### src/design/tbsp_pkg.sv
`timescale 1ns / 1ps
package tbsp_pkg;

    localparam logic [2:0] KIND_DIST  = 3'd0;
    localparam logic [2:0] KIND_TOUR  = 3'd1;
    localparam logic [2:0] KIND_COST  = 3'd2;
    localparam logic [2:0] KIND_PERT  = 3'd3;
    localparam logic [2:0] KIND_READ  = 3'd4;

    localparam logic [1:0] ST_OK      = 2'd0;
    localparam logic [1:0] ST_BAD_LEN = 2'd1;
    localparam logic [1:0] ST_BAD_POS = 2'd2;
    localparam logic [1:0] ST_OVERLAP = 2'd3;

    localparam int unsigned PW = 12;

    typedef struct packed {
        logic [1:0] status;
        logic [8:0] a;
        logic [5:0] la;
        logic [8:0] b;
        logic [5:0] lb;
        logic       adj;
    } t_chk;

endpackage

### src/design/tbsp_check.sv
`timescale 1ns / 1ps
module tbsp_check import tbsp_pkg::*; (
    input  logic       i_clk,
    input  logic [9:0] i_len,
    input  logic [8:0] i_fs,
    input  logic [5:0] i_fl,
    input  logic [8:0] i_ss,
    input  logic [5:0] i_sl,
    output t_chk       o_chk
);

    logic [8:0]  a, b;
    logic [5:0]  la, lb;
    logic [17:0] prod;
    logic [6:0]  qmax;
    logic        len_bad, pos_bad, ovl;
    logic [1:0]  status;
    t_chk        r_chk;

    always_comb begin
        if (i_ss < i_fs) begin
            a = i_ss; la = i_sl; b = i_fs; lb = i_fl;
        end else begin
            a = i_fs; la = i_fl; b = i_ss; lb = i_sl;
        end
        prod    = 18'(i_len) * 18'd205;
        qmax    = prod[17:11];
        len_bad = (la < 6'd2) || ({1'b0, la} > qmax) || (lb < 6'd2) || ({1'b0, lb} > qmax);
        pos_bad = (a == 9'd0) || (b == 9'd0)
               || ((11'(a) + 11'(la) + 11'd2) > 11'(i_len))
               || ((11'(b) + 11'(lb) + 11'd2) > 11'(i_len));
        ovl     = (a == b) || ((10'(a) + 10'(la)) > 10'(b));
        priority if (len_bad) status = ST_BAD_LEN;
        else if (pos_bad)     status = ST_BAD_POS;
        else if (ovl)         status = ST_OVERLAP;
        else                  status = ST_OK;
    end

    always_ff @(posedge i_clk) begin
        r_chk.status <= status;
        r_chk.a      <= a;
        r_chk.la     <= la;
        r_chk.b      <= b;
        r_chk.lb     <= lb;
        r_chk.adj    <= ((10'(a) + 10'(la)) == 10'(b));
    end

    assign o_chk = r_chk;

endmodule

### config.mk
export PLATFORM = sky130hd
export DESIGN_NAME = tbsp_check
export DESIGN_NICKNAME = d
export VERILOG_FILES = /design/src/design/tbsp_pkg.sv /design/src/design/tbsp_check.sv
export SDC_FILE = /design/constraint.sdc
export NUM_CORES = 1
export LEC_CHECK = 0
export ABC_AREA = 0
export BUFFER_PORTS_ARGS = -buffer_cell sky130_fd_sc_hd__buf_2
export CAP_MARGIN = 20
export CORE_MARGIN = 2
export CORE_UTILIZATION = 30
export DETAILED_ROUTE_END_ITERATION = 8
export GPL_ROUTABILITY_DRIVEN = 0
export PLACE_DENSITY = 0.51
export SLEW_MARGIN = 5
export SYNTH_ARGS = -nofsm -noshare
export SYNTH_HDL_FRONTEND = slang
export SYNTH_SLANG_ARGS = --single-unit
### constraint.sdc
create_clock -name i_clk -period 6.2 [get_ports i_clk]
set_input_delay 0.62 -clock i_clk [delete_from_list [all_inputs] [get_ports i_clk]]
set_output_delay 0.62 -clock i_clk [all_outputs]
set_load 0.05 [all_outputs]
==> results of run 1 <==
==> cell usage after synthesis (all sizes together) (2+ instances only) <==
cell / n
a211oi: 7
ha: 117
or4: 3
nand3: 8
o31ai: 4
dfxtp: 33
o21bai: 2
and3: 2
buf: 3
xnor2: 20
nand2: 23
nand4: 9
o21ai: 22
mux2i: 11
a31o: 2
a21boi: 2
xor2: 15
o21a: 12
and2: 5
o22ai: 2
a21oi: 28
a31oi: 4
fa: 17
a21o: 12
nand2b: 2
nor4: 7
nor2b: 6
nor3: 6
nor2: 26
mux2: 21
inv: 103
==> stage by stage <==
step	util	setup slack, ns	hold WS [ns]
floorplan	-	0.5961	0.7951
global placement	0.3540	0.1356	0.9537
detailed placement	0.3540	0.09143	0.9637
CTS	0.3652	0.3790	0.6675
global route	0.3656	0.1886	0.6676
finish	0.3656	0.6201	0.6735
==> routing by layer <==
layer | global-route usage | routed length (um) | part of all wire | up-vias
li1 | - | - | - | 2066
met1 | 0.2035 | 5959 | 0.46 | 1888
met2 | 0.2667 | 6080 | 0.47 | 82
met3 | 0.02419 | 542 | 0.042 | 20
met4 | 0.05376 | 290 | 0.023 | 0
met5 | 0 | 0 | 0 | -
==> cell type report <==
cell class | instances | area, sq um | share of cell area
Clock inverter | 3 | 46.29 | 0.008268
Inverter | 103 | 386.6 | 0.06905
Sequential cell | 33 | 660.6 | 0.1180
Tap cell | 211 | 264.0 | 0.04715
Multi-Input combinational cell | 407 | 3679 | 0.6570
Clock buffer | 5 | 125.1 | 0.02235
Timing Repair Buffer | 81 | 437.9 | 0.07821
==> worst max-delay path, stage by stage <==
cell      delay (ns)
buf_2           0.14
ha_1            0.30
inv_1           0.06
fa_1            0.53
inv_1           0.05
fa_1            0.50
inv_1           0.05
fa_1            0.53
inv_1           0.04
ha_1            0.31
a21o_1          0.20
and2_1          0.15
a31o_2          0.23
a21oi_1         0.17
xor2_1          0.33
ha_1            0.31
o21a_1          0.11
o21ai_0         0.15
a21o_1          0.13
a311oi_1        0.09
nor4_2          0.51
a21boi_0        0.25
==> worst paths after layout <==
check | start | endpoint | slack [ns] | cells past startpoint
setup / recovery | i_len[7] | o_chk[32] | 0.62 | 22
hold / removal | i_fl[0] | o_chk[16] | 0.67 | 2
==> cell usage in the layout, fill, tap and decap left out, types with 2 or more instances in the layout <==
| master | instances |
|---|---|
| xor2_1 | 15 |
| a31oi_1 | 4 |
| o22ai_1 | 2 |
| o21a_1 | 12 |
| clkbuf_16 | 5 |
| a21o_1 | 12 |
| o31ai_1 | 4 |
| or4_1 | 3 |
| buf_2 | 73 |
| fa_1 | 17 |
| nand2_1 | 23 |
| nand3_1 | 8 |
| a31o_2 | 2 |
| nor2b_1 | 6 |
| buf_4 | 7 |
| mux2_2 | 20 |
| ha_1 | 117 |
| nor3_1 | 6 |
| nand4_1 | 9 |
| a21boi_0 | 2 |
| nor4_1 | 6 |
| inv_1 | 103 |
| o21bai_1 | 2 |
| and2_1 | 5 |
| mux2i_1 | 11 |
| xnor2_1 | 20 |
| nand2b_1 | 2 |
| nor2_1 | 26 |
| o21ai_0 | 21 |
| a21oi_1 | 27 |
| and3_1 | 2 |
| a211oi_1 | 5 |
| dfxtp_1 | 33 |
==> power groups by stage <==
stage | Combinational (mW) | Sequential (mW) | Clock [mW]
after floorplan | 0.871 | 0.360 | 0
after global placement | 1.27 | 0.255 | 0
after detailed placement | 1.29 | 0.255 | 0
after CTS | 1.30 | 0.251 | 0.301
after global routing | 1.48 | 0.253 | 0.309
final | 1.31 | 0.250 | 0.295
==> cells by family (layout without fill, tap and decap cells) <==
| family | count (synthesis) | in the layout |
|---|---|---|
| adder cells (fa/ha/maj) | 135 | 135 |
| AND/OR/NAND/NOR | 99 | 99 |
| multiplexers | 32 | 32 |
| AO/OA/AOI/OAI | 105 | 105 |
| XOR/XNOR | 36 | 36 |
| buffers and inverters | 107 | 192 |
| flip-flops | 33 | 33 |
==> what timing repair did <==
action / CTS / global route
hold buffers: 0 / 0
gates resized for setup: 0 / 1
setup buffers: 0 / 0
setup endpoints to repair: 0 / 1
==> flow_summary.ini, run 1 <==
[placed_design]
io_buffers = 73
place_area_sq_um = 5421
place_inst = 835
hpwl_um = 11190

[logic_synthesis]
ys_ff_latch = 33
synth_top_family_by_area = adder cells
yosys.area_share.adder = 0.3827
syn_area_sq_um = 4741
synth_top_cell_by_area = ha_1
synth_compound_area_frac = 0.1459
yosys.area_share.xor_xnor = 0.06941
syn_nets = 722
postSynthCellCount = 547
syn_avg_cell_area_sq_um = 8.667
async_flop_share = 0
synth_edf_count = 0
seq_area_frac_synth = 0.1394
synth_top_area_frac = 0.3088
synth_cell_types = 50
ys_warn_count = 0
synthSimpleGateAreaFrac = 0.1027
synthMuxAreaShare = 0.07390
synthTopCellsByArea = ha_1 (31%), dfxtp_1 (14%), inv_1 (8.2%)
synth_top_flop_cell = dfxtp_1

[finish]
largest_register_ffs = 33
area_growth_pct = 18.11
drive_above_1_share = 0.1851
diodes = 0
finish.net_count = 806
fin_area_sq_um = 5599
fin_cells = 843
nFillCells = 1607

[pwr]
leakage_nw = 2.986
netSwitchingFraction = 0.4814
p_int_mw = 0.9610
total_power_mw = 1.853
comb_power_share = 0.706
power_density_nw_per_um2 = 331.0
power.switching_mw = 0.8921
power_frac_clock = 0.159
seqPwrFrac = 0.135
ir_worst_vdd_mv = 0.1311

[timing]
fmax_mhz = 179.2
tns_ns = 0
slew_headroom = 0.6372
slew_viol_final = 0
period_needed_ns = 5.580
hold_viol = 0
final.period_utilization = 0.9000
finalSetupViolCount = 0
rsz0062_at_grt = false
worst_pin_slew_ns = 0.5290

[grt]
grt_pass1_wl_um = 20630
grt_max_degree = 24
antenna_found_initial = 0
grt_overflow_total = 0
track_usage = 0.1571
grt_pass1_vias = 4151

[critical_path]
crit_required_ns = 6.40
path_max_fanout = 4
critPathKind = primary input to flop
startpoint_type = primary input
critical_path_arrival_ns = 5.78
endpoint_kind = flop

[route]
vias = 4056
drt_wl_total_um = 12870
viasPerCell = 4.811
wl_per_cell_um = 15.27
drt_iter0_drc = 212
drc_errors = 0
drt_first_pass_iters = 4
ant_nets = 0

[clocking]
clkSinkCount = 33
htree_levels = 2
clockBufferDepth = 2
numCtsBuffers = 5
clk_pin_slew_ns = 0.06
cts_tree = yes
root_buffer = clkbuf_16

[run_status]
status = finished, final reports clean

[flow_run]
cap_violations = 0

[die]
die_y_um = 129.7
initial_core_util = 0.3096
core_sq_um = 15310
num_rows = 45
fp.dieW_um = 129.7
die-area_sq_um = 16820
io_pins = 74

[hold_path]
min_path_type = primary input to flop
(Power assumes the default switching activity.)
==> run 2: changes to the inputs <==
BUFFER_PORTS_ARGS = default   (was -buffer_cell sky130_fd_sc_hd__buf_2)
DONT_BUFFER_PORTS = 1   (was default)
PLACE_DENSITY = 0.47   (was 0.51)
==> run 2 against run 1 <==
Compared with the run above:
- sequential share of layout area grew 0.89 points
- clock power decreased by 1%
- sequential cell count stayed put
- hold slack worse by 0.14 ns
- cell count fell by 8.8%
- critical endpoint is now o_chk[31]
- highest routed layer unchanged
==> flow_summary.ini, run 2 (synthesis gave the netlist of run 1 again) <==
[run_status]
status = finished, final reports clean

[placed_design]
pre_cts_ws_ns = 0.7372
io_buffers = 0
hpwl_um = 11050

[timing]
slew_headroom = 0.5858
hold_viol = 0
finalSetupViolCount = 0
fmax_mhz = 193.6
rsz0062_at_grt = false
tns_ns = 0
fin_ws_ns = 1.033
holdWs_ns = 0.5372
period_needed_ns = 5.167
slew_viol_final = 0
final.period_utilization = 0.8333
worst_pin_slew_ns = 0.6040

[grt]
grt_overflow_total = 0
grt_pass1_wl_um = 20270
antenna_found_initial = 0
track_usage = 0.1574
grt_pass1_vias = 3902
grt_max_degree = 24

[route]
wl_per_cell_um = 16.41
ant_nets = 0
drc_errors = 0
drt_iter0_drc = 202
drt_first_pass_iters = 4
vias = 3710
drt_wl_total_um = 12620
viasPerCell = 4.824

[finish]
multi_input_area_sq_um = 3672
final_util = 0.3400
drive_above_1_share = 0.07527
area_growth_pct = 9.844
layout_common_cells = ha_1 (117), inv_1 (103), dfxtp_1 (33), a21oi_1 (27), nor2_1 (26)
diodes = 0
nFillCells = 1632
finish.net_count = 732
seqCellArea_sq_um = 660.6
largest_register_ffs = 33
final_common_cell = ha_1

[critical_path]
critical_path_arrival_ns = 5.32
endpoint_kind = flop
crit_required_ns = 6.35
startpoint_type = primary input
cp-startpoint = i_len[7]
path_max_fanout = 4
critPathKind = primary input to flop

[die]
core_sq_um = 15310
die-area_sq_um = 16820
initial_core_util = 0.3096
die_y_um = 129.7
num_rows = 45
io_pins = 74
fp.dieW_um = 129.7

[clocking]
cts-resized-gates = 0
root_buffer = clkbuf_16
numCtsBuffers = 5
hold_buffers = 0
clockBufferDepth = 2
post_cts_buffers = 0
htree_levels = 2
cts_tree = yes
clk_pin_slew_ns = 0.06
clkSinkCount = 33

[pwr]
leakage_nw = 2.685
total_power_mw = 1.780
ir_worst_vdd_mv = 0.1021
power_density_nw_per_um2 = 341.9

[flow_run]
cap_violations = 0

[hold_path]
holdCritStartpoint = i_fs[1]
min_path_type = primary input to flop
==> run 2: metrics by stage <==
stage	cells	area (sq um)
6_report	769	5207
5_1_grt	769	5207
2_1_floorplan	547	4741
4_1_cts	769	5207
3_5_place_dp	761	5036
3_3_place_gp	761	5036
==> run 2: layout make-up <==
type / instances / area share
clock buffer: 5 / 0.02403
clock inverter: 3 / 0.008890
inverter: 103 / 0.07424
multi-input combinational: 407 / 0.7052
sequential: 33 / 0.1269
tap: 211 / 0.05070
timing repair buffer: 7 / 0.01009
==> run 2: worst paths after layout <==
check	endpoint	slack, ns	depth (start not counted)
setup / recovery	o_chk[31]	1.03	22
hold / removal	o_chk[23]	0.54	1
==> run 2: power breakdown <==
| group | internal, mW | switching [mW] | leakage, nW | total (mW) |
|---|---|---|---|---|
| registers | 0.243 | 0.119 | 0.278 | 0.362 |
| logic | 0.492 | 0.635 | 2.33 | 1.13 |
| clock network | 0.190 | 0.101 | 0.0800 | 0.291 |
==> run 2: worst max-delay path, stage by stage <==
cell	delay, ns
ha_1	0.28
inv_1	0.06
fa_1	0.53
inv_1	0.05
fa_1	0.49
inv_1	0.05
fa_1	0.52
inv_1	0.04
ha_1	0.30
a21o_1	0.20
and2_1	0.15
a31o_2	0.23
nor2_1	0.12
xor2_1	0.22
ha_1	0.27
nor2b_1	0.13
o21a_1	0.16
o21ai_0	0.14
a21o_1	0.13
a311oi_1	0.08
nor4_1	0.38
o41ai_1	0.15
==> run 2: routing by layer <==
metal	global-route usage	wire, um
met1	0.2082	5954
met5	0	0
met2	0.2652	5888
met4	0.05440	299
met3	0.01968	473
